===== src/rtl/dsbm_pkg.sv =====
// ----------------------------------------------------------------------------
// dsbm_pkg
// shared types and constants for the domain suffix blocklist matcher
// ----------------------------------------------------------------------------
`default_nettype none

package dsbm_pkg;

	localparam logic [7:0] DOT_CHAR = 8'h2E;

	localparam logic [1:0] STATUS_OK       = 2'd0;
	localparam logic [1:0] STATUS_FULL     = 2'd1;
	localparam logic [1:0] STATUS_TOO_LONG = 2'd2;

	localparam logic REQ_ADD   = 1'b0;
	localparam logic REQ_QUERY = 1'b1;

	typedef struct packed {
		logic       req_type;
		logic [7:0] ch;
		logic       last_char;
	} item_t;

	typedef struct packed {
		logic       verdict;
		logic [1:0] status;
	} result_t;

	// write enables from the sequencer to the stores
	typedef struct packed {
		logic nbuf_we;
		logic emem_we;
		logic len_we;
	} mem_ctl_t;

	typedef enum logic [3:0] {
		ST_IDLE,
		ST_LEN_RD,
		ST_LEN_CHK,
		ST_CMP_RD,
		ST_CMP_CHK,
		ST_DOT_RD,
		ST_DOT_CHK,
		ST_CP_RD,
		ST_CP_WR,
		ST_RESULT
	} ctrl_state_t;

endpackage

`default_nettype wire


===== src/rtl/dsbm_ctrl.sv =====
// ----------------------------------------------------------------------------
// dsbm_ctrl
// sequencer: collects characters, copies entries, walks entries with one compare
// ----------------------------------------------------------------------------
`default_nettype none

module dsbm_ctrl #(
	parameter int MAX_ENTRIES  = 64,
	parameter int MAX_NAME_LEN = 256
) (
	input  wire                                    clk,
	input  wire                                    arst_n,
	input  wire                                    item_valid,
	output logic                                   item_stall,
	input  dsbm_pkg::item_t                        item,
	output logic                                   done,
	input  wire                                    res_take,
	output dsbm_pkg::result_t                      res,
	output dsbm_pkg::mem_ctl_t                     ctl,
	output logic [$clog2(MAX_NAME_LEN)-1:0]        nbuf_waddr,
	output logic [7:0]                             nbuf_wdata,
	output logic [$clog2(MAX_NAME_LEN)-1:0]        nbuf_raddr,
	input  wire [7:0]                              nbuf_rdata,
	output logic [((MAX_ENTRIES > 1) ? $clog2(MAX_ENTRIES) : 1)
		+ $clog2(MAX_NAME_LEN)-1:0]                emem_waddr,
	output logic [7:0]                             emem_wdata,
	output logic [((MAX_ENTRIES > 1) ? $clog2(MAX_ENTRIES) : 1)
		+ $clog2(MAX_NAME_LEN)-1:0]                emem_raddr,
	input  wire [7:0]                              emem_rdata,
	output logic [((MAX_ENTRIES > 1) ? $clog2(MAX_ENTRIES) : 1)-1:0] len_waddr,
	output logic [$clog2(MAX_NAME_LEN+1)-1:0]      len_wdata,
	output logic [((MAX_ENTRIES > 1) ? $clog2(MAX_ENTRIES) : 1)-1:0] len_raddr,
	input  wire [$clog2(MAX_NAME_LEN+1)-1:0]       len_rdata
);
	import dsbm_pkg::*;

	localparam int KW  = $clog2(MAX_NAME_LEN);
	localparam int EW  = (MAX_ENTRIES > 1) ? $clog2(MAX_ENTRIES) : 1;
	localparam int NLW = $clog2(MAX_NAME_LEN + 1);
	localparam int CW  = $clog2(MAX_ENTRIES + 1);

	ctrl_state_t    state_q, state_n;
	logic [NLW-1:0] nlen_q, nlen_n;
	logic           ovf_q, ovf_n;
	logic [CW-1:0]  cnt_q, cnt_n;
	logic [EW-1:0]  e_q, e_n;
	logic [KW-1:0]  k_q, k_n;
	logic [NLW-1:0] elen_q, elen_n;
	logic [KW-1:0]  base_q, base_n;
	result_t        res_q, res_n;

	logic           buf_full;
	logic           last_entry;
	logic           last_cmp;
	logic           last_copy;
	logic [NLW-1:0] nlen_inc;

	assign buf_full   = (nlen_q == NLW'(MAX_NAME_LEN));
	assign nlen_inc   = nlen_q + NLW'(1);
	assign last_entry = ((CW'(e_q) + CW'(1)) == cnt_q);
	assign last_cmp   = ((NLW'(k_q) + NLW'(1)) == elen_q);
	assign last_copy  = ((NLW'(k_q) + NLW'(1)) == nlen_q);
	assign res        = res_q;

	always_ff @(posedge clk or negedge arst_n) begin
		if (!arst_n) begin
			state_q <= ST_IDLE;
			nlen_q  <= '0;
			ovf_q   <= 1'b0;
			cnt_q   <= '0;
		end else begin
			state_q <= state_n;
			nlen_q  <= nlen_n;
			ovf_q   <= ovf_n;
			cnt_q   <= cnt_n;
		end
	end

	always_ff @(posedge clk) begin
		e_q    <= e_n;
		k_q    <= k_n;
		elen_q <= elen_n;
		base_q <= base_n;
		res_q  <= res_n;
	end

	always_comb begin
		state_n    = state_q;
		nlen_n     = nlen_q;
		ovf_n      = ovf_q;
		cnt_n      = cnt_q;
		e_n        = e_q;
		k_n        = k_q;
		elen_n     = elen_q;
		base_n     = base_q;
		res_n      = res_q;
		item_stall = 1'b1;
		done       = 1'b0;
		ctl        = '0;
		nbuf_waddr = nlen_q[KW-1:0];
		nbuf_wdata = item.ch;
		nbuf_raddr = k_q;
		emem_waddr = {cnt_q[EW-1:0], k_q};
		emem_wdata = nbuf_rdata;
		emem_raddr = {e_q, k_q};
		len_waddr  = cnt_q[EW-1:0];
		len_wdata  = nlen_q;
		len_raddr  = e_q;

		case (state_q)
			ST_IDLE: begin
				item_stall = 1'b0;
				if (item_valid) begin
					if (buf_full) begin
						ovf_n = 1'b1;
					end else begin
						ctl.nbuf_we = 1'b1;
						nlen_n      = nlen_inc;
					end
					if (item.last_char) begin
						res_n = '{verdict: 1'b0, status: STATUS_OK};
						e_n   = '0;
						k_n   = '0;
						if (ovf_q || buf_full) begin
							res_n.status = STATUS_TOO_LONG;
							state_n      = ST_RESULT;
						end else if (item.req_type == REQ_QUERY) begin
							state_n = (cnt_q == '0) ? ST_RESULT : ST_LEN_RD;
						end else if (cnt_q == CW'(MAX_ENTRIES)) begin
							res_n.status = STATUS_FULL;
							state_n      = ST_RESULT;
						end else begin
							state_n = ST_CP_RD;
						end
					end
				end
			end
			ST_LEN_RD: begin
				state_n = ST_LEN_CHK;
			end
			ST_LEN_CHK: begin
				elen_n = len_rdata;
				base_n = KW'(nlen_q - len_rdata);
				k_n    = '0;
				if (len_rdata == '0 || len_rdata > nlen_q) begin
					// entry cannot fit, move on
					if (last_entry) begin
						state_n = ST_RESULT;
					end else begin
						e_n     = e_q + EW'(1);
						state_n = ST_LEN_RD;
					end
				end else begin
					state_n = ST_CMP_RD;
				end
			end
			ST_CMP_RD: begin
				nbuf_raddr = base_q + k_q;
				state_n    = ST_CMP_CHK;
			end
			ST_CMP_CHK: begin
				if (nbuf_rdata != emem_rdata) begin
					if (last_entry) begin
						state_n = ST_RESULT;
					end else begin
						e_n     = e_q + EW'(1);
						state_n = ST_LEN_RD;
					end
				end else if (last_cmp) begin
					if (base_q == '0) begin
						res_n.verdict = 1'b1;
						state_n       = ST_RESULT;
					end else begin
						state_n = ST_DOT_RD;
					end
				end else begin
					k_n     = k_q + KW'(1);
					state_n = ST_CMP_RD;
				end
			end
			ST_DOT_RD: begin
				nbuf_raddr = base_q - KW'(1);
				state_n    = ST_DOT_CHK;
			end
			ST_DOT_CHK: begin
				if (nbuf_rdata == DOT_CHAR) begin
					res_n.verdict = 1'b1;
					state_n       = ST_RESULT;
				end else if (last_entry) begin
					state_n = ST_RESULT;
				end else begin
					e_n     = e_q + EW'(1);
					state_n = ST_LEN_RD;
				end
			end
			ST_CP_RD: begin
				nbuf_raddr = k_q;
				state_n    = ST_CP_WR;
			end
			ST_CP_WR: begin
				ctl.emem_we = 1'b1;
				if (last_copy) begin
					ctl.len_we = 1'b1;
					cnt_n      = cnt_q + CW'(1);
					state_n    = ST_RESULT;
				end else begin
					k_n     = k_q + KW'(1);
					state_n = ST_CP_RD;
				end
			end
			ST_RESULT: begin
				done = 1'b1;
				if (res_take) begin
					nlen_n  = '0;
					ovf_n   = 1'b0;
					state_n = ST_IDLE;
				end
			end
			default: begin
				state_n = ST_IDLE;
			end
		endcase
	end

endmodule

`default_nettype wire


===== config.mk =====
export PLATFORM = sky130hd
export DESIGN_NAME = dsbm_ctrl
export DESIGN_NICKNAME = d
export VERILOG_FILES = /design/src/rtl/dsbm_pkg.sv /design/src/rtl/dsbm_ctrl.sv
export SDC_FILE = /design/constraint.sdc
export NUM_CORES = 1
export LEC_CHECK = 0
export ABC_AREA = 1
export BUFFER_PORTS_ARGS = -buffer_cell sky130_fd_sc_hd__buf_4
export CORE_MARGIN = 4
export CORE_UTILIZATION = 40
export CTS_BUF_LIST = sky130_fd_sc_hd__clkbuf_8
export CTS_CLUSTER_SIZE = 28
export DETAILED_ROUTE_END_ITERATION = 8
export GPL_TIMING_DRIVEN = 0
export HOLD_SLACK_MARGIN = 0.02
export PLACE_DENSITY_LB_ADDON = 0.2
export SYNTH_ARGS = -nofsm -noshare
export SYNTH_HDL_FRONTEND = slang
export SYNTH_SLANG_ARGS = --single-unit

===== constraint.sdc =====
create_clock -name clk -period 5.85 [get_ports clk]
set_input_delay 1.755 -clock clk [delete_from_list [all_inputs] [get_ports clk]]
set_output_delay 1.755 -clock clk [all_outputs]
set_load 0.03 [all_outputs]

==> results of run 1 <==
how the worst max path moves through the flow:
stage	end	slack (ns)	from	depth (start not counted)
2_1_floorplan	nbuf_raddr[5]	1.05	k_q[0]	14
3_3_place_gp	nbuf_raddr[5]	1.12	state_q[0]	16
3_5_place_dp	nbuf_raddr[5]	1.08	state_q[0]	16
4_1_cts	nbuf_raddr[5]	0.72	state_q[0]	16
5_1_grt	nbuf_raddr[5]	0.46	state_q[0]	16
6_report	nbuf_raddr[5]	0.72	state_q[0]	16
power breakdown:
| part | internal (mW) | switching [mW] |
|---|---|---|
| Sequential | 0.600 | 0.201 |
| Clock | 0.107 | 0.129 |
| Combinational | 0.890 | 1.53 |
state kept, by name (all words and copies together) (netlist names), 3 cells and up:
signal and cells:
base_q 8, cnt_q 7, elen_q 9, k_q 8, len_raddr 6, len_wdata 9, res 3, state_q 4
area by class of cell:
class	instances	area (sq um)	area share
clock buffer	7	96.3	0.0158
buffer	55	402	0.0660
tap	147	184	0.0302
sequential	55	1550	0.254
inverter	93	349	0.0574
clock inverter	1	3.75	0.000617
timing repair buffer	120	905	0.149
multi-input combinational	463	2600	0.427
cell usage in the layout, fill, tap and decap left out, types with 3 or more instances in the layout:
master / instances
o21ai_0: 31
clkbuf_8: 7
nand2_1: 139
xnor2_1: 5
nand4_1: 15
a21oi_1: 31
or2_2: 7
dfrtp_1: 21
nand2_2: 6
nand3_2: 6
xor2_1: 27
nor4_1: 5
nor3_1: 14
nor3_2: 4
buf_4: 170
inv_1: 91
edfxtp_1: 34
nor2_1: 72
nand3_1: 45
nor2_4: 3
nand3b_1: 5
ha_1: 30
nor2_2: 4
through the flow:
| step | total power, mW | hold WS [ns] | instances |
|---|---|---|---|
| finish | 3.46 | 0.543 | 941 |
| global route | 3.76 | 0.563 | 941 |
| CTS | 3.47 | 0.549 | 941 |
| detailed placement | 3.23 | 0.527 | 933 |
| floorplan | 2.47 | 0.463 | 666 |
| global placement | 3.18 | 0.490 | 932 |
critical path, delay by kind of cell (launching register included):
family                     cells  cell delay [ns]
DFF                            1             0.48
and+or+nand+nor                7             0.97
AOI/OAI and AO/OA              3             0.51
xor gates and xnor gates       1             0.15
adders and majority gates      1             0.28
buffers and inverters          4             0.65
routing by layer:
| layer | global-route usage | wire length [um] | up-vias |
|---|---|---|---|
| li1 | - | - | 2363 |
| met1 | 0.258 | 6290 | 2168 |
| met2 | 0.315 | 6210 | 170 |
| met3 | 0.0311 | 917 | 14 |
| met4 | 0.0398 | 149 | 0 |
| met5 | 0 | 0 | - |
logic make-up after synthesis:
group | count (synthesis) | synth area share
flops | 55 | 0.317
buf+inv | 148 | 0.154
simple gates | 328 | 0.311
xor+xnor | 32 | 0.0574
fa+ha+maj | 32 | 0.0850
compound gates | 71 | 0.0768
==> results.ini, run 1 <==
[synth]
synth_nets = 737
synth-seq-cells = 55
synth_top_area_frac = 0.209
ys_top_cells_by_count = nand2_1 (139), inv_1 (90), nor2_1 (72)
synth_area_per_cell_sq_um = 7.34
synth_seq_area_share = 0.317
synth.distinct_cells = 40
netlist_top_cells_area = edfxtp_1 (21%), dfrtp_1 (11%), nand2_1 (11%), buf_4 (7.8%), ha_1 (7.7%)
syn_inst = 666
yosysWarningCount = 0
synth_edf_count = 34
synth_ff_type = edfxtp_1
async_flop_share = 0.382
syn_area_sq_um = 4890
yosysMostFrequentCell = nand2_1
synth.largest_area_cell = edfxtp_1

[placement]
place_congestion = 0.881
dpl_cell_area_sq_um = 5980
pre_cts_slack_ns = 1.08
dp_hpwl_mm = 11.3
port_buffers = 119

[worst_setup_path]
worstPathRequired_ns = 4.09
critPathArrivalTime_ns = 3.37
r2r_start = k_q[0]
ff2ff_path_depth = 10
startpoint_type = flop
endpoint_kind = primary output
crit_chain = inv_1 > nor2_1 > inv_1 > nor2_1 > inv_1 > nand3_1 > ha_1 > nand2_1 > nor2_1 > a211o_1 > nand2_1 > nand2_1 > a21oi_1 > xor2_1 > o21ai_0 > buf_4
path_class = reg -> out
slowest_stage = dfrtp_1
cpPeakStageDelay_ns = 0.48
r2r_setup_slack_ns = 2.91
r2r-end = k_q[1]
worstPathMaxFanout = 8

[timing]
rsz0062_at_grt = no
setup_tns_ns = 0
worstMarginPinSlew_ns = 0.782
max_slew_margin = 0.474
fmax_mhz = 195
hold_viol = 0
worst_slack_ns = 0.724
skew_ns = 0.00865
slew_viol_final = 0
finalCritPeriodShare = 0.876
finalCriticalPeriod_ns = 5.13
finalSetupViolCount = 0

[route]
viasPerCell = 5.01
vias = 4715
final_antenna_net_count = 0
avgRoutedWirePerCell_um = 14.4
drt_iter0_markers = 269
routed_wirelength_mm = 13.6
drc = 0
dr.pass1.iters = 5

[global_routing]
track_usage = 0.189
grt_pass1_vias = 4433
grt_remaining_overflow = 0
grt_pass1_wl_mm = 21.7
grt_max_degree = 22
antenna_found_initial = 0

[clock_tree]
ctsResizeCount = 0
clk_latency_ns = 0.32
postCtsHoldBufs = 0
cts_root_buf = clkbuf_8
cts_setup_buffers = 0
path_clk_slew_ns = 0.09
htreeDepth = 2
clkSinkCount = 55
cts_buffer_depth = 2
cts_inserted_buffers = 5
tritoncts = done

[worst_hold_path]
min_path_cells = 2
min_path_type = reg -> reg
hold_start = ovf_q
hold_path_end = ovf_q

[die]
dieArea_sq_um = 14000
ios = 128
die_h_um = 119
start_util = 0.408
coreArea_sq_um = 12000
row_count = 40
die_w_um = 119

[run]
cap_violations = 0

[finish]
layout-drive-gt1-share = 0.271
diodes = 0
final_core_util = 0.509
layout.nets = 864
nFillCells = 1165
areaGrowthSynthToFinish_pct = 24.5
fin_area_sq_um = 6080

[power_and_ir_drop]
ir_drop_mv = 0.288
powerDensity_nw_per_um2 = 568
p_leak_nw = 3.09

[run_status]
status = finished, final reports clean

(Power assumes the default switching activity.)
==> run 2, diff against run 1 <==
--- a/config.mk
+++ b/config.mk
@@ -6,12 +6,12 @@
 export NUM_CORES = 1
 export LEC_CHECK = 0
 export ABC_AREA = 1
-export BUFFER_PORTS_ARGS = -buffer_cell sky130_fd_sc_hd__buf_4
 export CORE_MARGIN = 4
 export CORE_UTILIZATION = 40
 export CTS_BUF_LIST = sky130_fd_sc_hd__clkbuf_8
 export CTS_CLUSTER_SIZE = 28
 export DETAILED_ROUTE_END_ITERATION = 8
+export DONT_BUFFER_PORTS = 1
 export GPL_TIMING_DRIVEN = 0
 export HOLD_SLACK_MARGIN = 0.02
 export PLACE_DENSITY_LB_ADDON = 0.2
==> run 2 against run 1 <==
Compared with the run above:
- first-iteration DRC count is 17% higher
- sequential cell count stayed put
- fmax is 7.6% lower
- clock power is 17% higher
- non-clock buffer count is 119 lower
- register-to-register slack worse by 0.60 ns
- cell count is 13% lower
- routed wire length is 3.4% lower
- critical path type unchanged
- largest power group unchanged
==> results.ini, run 2 (synthesized netlist as in run 1, its figures left out) <==
[run_status]
status = finished, final reports clean

[worst_hold_path]
min_path_cells = 2
hold_start = ovf_q
min_path_type = reg -> reg
hold_path_end = ovf_q

[die]
row_count = 40
die_w_um = 119
ios = 128
die_h_um = 119
dieArea_sq_um = 14000
start_util = 0.408
coreArea_sq_um = 12000

[worst_setup_path]
r2r_start = k_q[0]
r2r_setup_slack_ns = 2.31
endpoint_kind = primary output
ff2ff_path_depth = 10
startpoint_type = flop
critPathArrivalTime_ns = 3.79
path_class = reg -> out
worstPathRequired_ns = 4.09
worstPathMaxFanout = 9
r2r-end = k_q[2]

[timing]
fmax_mhz = 180
finalSetupViolCount = 0
finalCriticalPeriod_ns = 5.55
finalCritPeriodShare = 0.949
setup_tns_ns = 0
slew_viol_final = 0
skew_ns = 0.0117
max_slew_margin = 0.184
hold_viol = 0
worstMarginPinSlew_ns = 1.22
rsz0062_at_grt = no

[clock_tree]
tritoncts = done
clk_latency_ns = 0.33
cts_setup_buffers = 0
cts_inserted_buffers = 5
ctsResizeCount = 0
postCtsHoldBufs = 0
clkSinkCount = 55
cts_root_buf = clkbuf_8
cts_buffer_depth = 2
path_clk_slew_ns = 0.11
htreeDepth = 2

[run]
cap_violations = 0

[finish]
nFillCells = 1242
multi_input_area_sq_um = 2590
fin_area_sq_um = 5200
layout.nets = 745
most-common-layout-cells = nand2_1 (139), inv_1 (90), nor2_1 (72)
layout-drive-gt1-share = 0.142
areaGrowthSynthToFinish_pct = 6.40
diodes = 0
final_cells = 822
regArea_sq_um = 1550
final_common_cell = nand2_1

[power_and_ir_drop]
p_leak_nw = 2.50
powerDensity_nw_per_um2 = 606
ir_drop_mv = 0.269

[global_routing]
grt_max_degree = 22
grt_pass1_vias = 3989
antenna_found_initial = 0
grt_pass1_wl_mm = 20.8
track_usage = 0.182
grt_remaining_overflow = 0

[route]
final_antenna_net_count = 0
drt_iter0_markers = 315
dr.pass1.iters = 5
routed_wirelength_mm = 13.1
vias = 4299
avgRoutedWirePerCell_um = 16.0
drc = 0
viasPerCell = 5.23

[placement]
dp_hpwl_mm = 10.9
port_buffers = 0
dpl_cell_area_sq_um = 5080
dpl.cell_count = 814
place_congestion = 0.920

run 2: changes by cell type in the layout (fill, tap and decap cells not counted), sizes merged:
| cell | previous run | this run |
|---|---|---|
| buf | 173 | 54 |
| bufinv | 0 | 1 |
| clkbuf | 9 | 7 |
| clkinv | 1 | 2 |
run 2: worst max path at each step:
| stage | startpoint | end | slack, ns | depth (start not counted) |
|---|---|---|---|---|
| 2_1_floorplan | k_q[0] | nbuf_raddr[5] | 1.05 | 14 |
| 3_3_place_gp | k_q[0] | nbuf_raddr[5] | 0.64 | 14 |
| 3_5_place_dp | k_q[0] | nbuf_raddr[5] | 0.54 | 14 |
| 4_1_cts | k_q[0] | nbuf_raddr[5] | 0.16 | 14 |
| 5_1_grt | k_q[0] | nbuf_raddr[6] | 0.08 | 11 |
| 6_report | k_q[0] | nbuf_raddr[6] | 0.30 | 11 |
run 2: report_power, final:
| part | internal [mW] | switching [mW] |
|---|---|---|
| logic | 0.611 | 1.30 |
| registers | 0.600 | 0.368 |
| clock network | 0.130 | 0.145 |
run 2: worst max-delay path: stages (launching register included):
cell and delay [ns]:
edfxtp_1 0.78, inv_2 0.22, ha_1 0.41, inv_1 0.13, nor2_1 0.10, fa_1 0.45
o21ai_0 0.25, nand2_1 0.10, nand2_1 0.08, a21oi_1 0.07, xor2_1 0.15, o21ai_0 0.73
run 2: layer usage:
layer | GRT usage | part of all wire
met5 | 0 | 0
met4 | 0.0406 | 0.012
met3 | 0.0392 | 0.077
met2 | 0.291 | 0.45
met1 | 0.254 | 0.46
run 2: cell type report:
| type | instances | share of cell area |
|---|---|---|
| Clock buffer | 5 | 0.0132 |
| Sequential cell | 55 | 0.297 |
| Clock inverter | 3 | 0.00915 |
| Inverter | 93 | 0.0671 |
| Tap cell | 147 | 0.0354 |
| Multi-Input combinational cell | 463 | 0.499 |
| Buffer | 55 | 0.0773 |
| Timing Repair Buffer | 1 | 0.00144 |
run 2: stage by stage:
step                hold WS, ns  power, mW  utilization  worst slack, ns
finish                    0.523       3.15        0.435            0.301
global route              0.575       3.44        0.435           0.0843
CTS                       0.532       3.17        0.435            0.156
global placement          0.485       2.85        0.424            0.641
floorplan                 0.463       2.47            -             1.05
detailed placement        0.508       2.89        0.425            0.538
==> run 3, diff against run 2 <==
--- a/config.mk
+++ b/config.mk
@@ -6,6 +6,8 @@
 export NUM_CORES = 1
 export LEC_CHECK = 0
 export ABC_AREA = 1
+export CELL_PAD_IN_SITES_DETAIL_PLACEMENT = 0
+export CELL_PAD_IN_SITES_GLOBAL_PLACEMENT = 1
 export CORE_MARGIN = 4
 export CORE_UTILIZATION = 40
 export CTS_BUF_LIST = sky130_fd_sc_hd__clkbuf_8
@@ -14,6 +16,7 @@
 export DONT_BUFFER_PORTS = 1
 export GPL_TIMING_DRIVEN = 0
 export HOLD_SLACK_MARGIN = 0.02
+export MAX_ROUTING_LAYER = met4
 export PLACE_DENSITY_LB_ADDON = 0.2
 export SYNTH_ARGS = -nofsm -noshare
 export SYNTH_HDL_FRONTEND = slang
==> run 3 against run 2 <==
Compared with the run above:
- count of clock-buffer cells in the layout is the same
- combinational power is essentially flat
- worst setup slack gained 0.077 ns
- power shrank 1.9%
- clock power shrank 22%
- sequential share of layout area grew 0.16 points
- cell area shrank 0.53%
- fmax grew 1.4%
- via count shrank 2.3%
- critical endpoint unchanged
- highest routed layer unchanged
==> results.ini, run 3 (synthesized netlist as in run 1, its figures left out) <==
[run_status]
status = finished, final reports clean

[worst_hold_path]
min_path_cells = 2
hold_path_end = ovf_q
min_path_type = reg -> reg
hold_start = ovf_q

[die]
die_h_um = 119
die_w_um = 119
row_count = 40
coreArea_sq_um = 12000
start_util = 0.408
dieArea_sq_um = 14000
ios = 128

[finish]
layout.nets = 745
final_cells = 822
final_core_util = 0.432
areaGrowthSynthToFinish_pct = 5.84
final_common_cell = nand2_1
layout-drive-gt1-share = 0.141
diodes = 0
most-common-layout-cells = nand2_1 (139), inv_1 (91), nor2_1 (72)

[timing]
slew_viol_final = 0
skew_ns = 0.0132
hold_viol = 0
worst_slack_ns = 0.378
fmax_mhz = 183
worstMarginPinSlew_ns = 1.22
finalCriticalPeriod_ns = 5.47
max_slew_margin = 0.183
finalSetupViolCount = 0
finalCritPeriodShare = 0.935
setup_tns_ns = 0
rsz0062_at_grt = no

[worst_setup_path]
crit_chain = inv_2 > ha_1 > inv_1 > nor2_1 > fa_1 > o21ai_0 > nand2_1 > nand2_1 > a21oi_1 > xor2_1 > o21ai_0
path_class = reg -> out
r2r_setup_slack_ns = 2.37
startpoint_type = flop
cp_top_family = compound AO/OA/AOI/OAI gates
cpPeakStageDelay_ns = 0.73
slowest_stage = edfxtp_1
r2r-end = k_q[6]
critPathArrivalTime_ns = 3.72
cp_num_buf_inv = 2
worstPathMaxFanout = 9
ff2ff_path_depth = 10
worstPathRequired_ns = 4.09
endpoint_kind = primary output
r2r_start = k_q[0]

[clock_tree]
clk_latency_ns = 0.32
tritoncts = done
postCtsHoldBufs = 0
cts_inserted_buffers = 5
clkSinkCount = 55
htreeDepth = 2
cts_buffer_depth = 2
ctsResizeCount = 0
cts_setup_buffers = 0
path_clk_slew_ns = 0.11
cts_root_buf = clkbuf_8

[route]
vias = 4201
drc = 0
drt_iter0_markers = 208
avgRoutedWirePerCell_um = 15.8
viasPerCell = 5.11
routed_wirelength_mm = 13.0
dr.pass1.iters = 5
final_antenna_net_count = 0

[power_and_ir_drop]
p_leak_nw = 2.49
ir_drop_mv = 0.312
finalPower_mw = 3.09
powerDensity_nw_per_um2 = 598

[placement]
dpl.cell_count = 814
dp_hpwl_mm = 10.9
pre_cts_slack_ns = 0.637
port_buffers = 0
place_congestion = 0.886

[global_routing]
grt_remaining_overflow = 0
grt_pass1_vias = 4055
antenna_found_initial = 0
grt_max_degree = 22
gr-usage-met2 = 0.297
grt_util_met1 = 0.260
grt_pass1_wl_mm = 21.1
grt-busiest-layer = met2
track_usage = 0.192
grt.met3_usage = 0.0416

[run]
cap_violations = 0

==> run 3: layer usage <==
metal,vias to the layer above,routed length (um)
li1,2137,-
met1,1911,5920
met2,142,5910
met3,11,989
met4,0,177
met5,-,0
==> run 3: how the worst max path moves through the flow <==
stage                               end  slack, ns  startpoint  depth (start not counted)
after floorplan           nbuf_raddr[5]       1.05      k_q[0]                         14
after detailed placement  nbuf_raddr[5]       0.64      k_q[0]                         14
final                     nbuf_raddr[6]       0.38      k_q[0]                         11
after CTS                 nbuf_raddr[5]       0.27      k_q[0]                         14
after global routing      nbuf_raddr[6]        0.1      k_q[0]                         11
after global placement    nbuf_raddr[5]       0.66      k_q[0]                         14
==> run 3: report_power, final <==
| group | internal [mW] | switching (mW) |
|---|---|---|
| sequential | 0.600 | 0.351 |
| combinational | 0.613 | 1.31 |
| clock | 0.0825 | 0.132 |
| total | 1.30 | 1.79 |
==> run 3: final cells by class <==
type | instances | area, sq um
plain buffers | 55 | 402
clock buffers | 5 | 68.8
clock inverters | 3 | 16.3
fillers | 1260 | 6790
inverters | 93 | 349
multi-input cells | 463 | 2590
flip-flops and latches | 55 | 1550
well taps | 147 | 184
repair buffers | 1 | 11.3
==> run 3: worst reg2reg max path, stage by stage, from the launching register on <==
cell and delay (ns):
edfxtp_1 0.73, ha_1 0.31, nand2_2 0.13, nor2_4 0.19, nand2_1 0.11, or2_2 0.31
nand4_1 0.13, nor2_1 0.09, nand2_1 0.09, o21ai_0 0.07, nor3_1 0.94
==> run 3: through the flow <==
step	hold slack (ns)	cell area (sq um)
finish	0.519	5170
global route	0.598	5170
CTS	0.519	5170
detailed placement	0.492	5090
global placement	0.481	5070
floorplan	0.463	4890
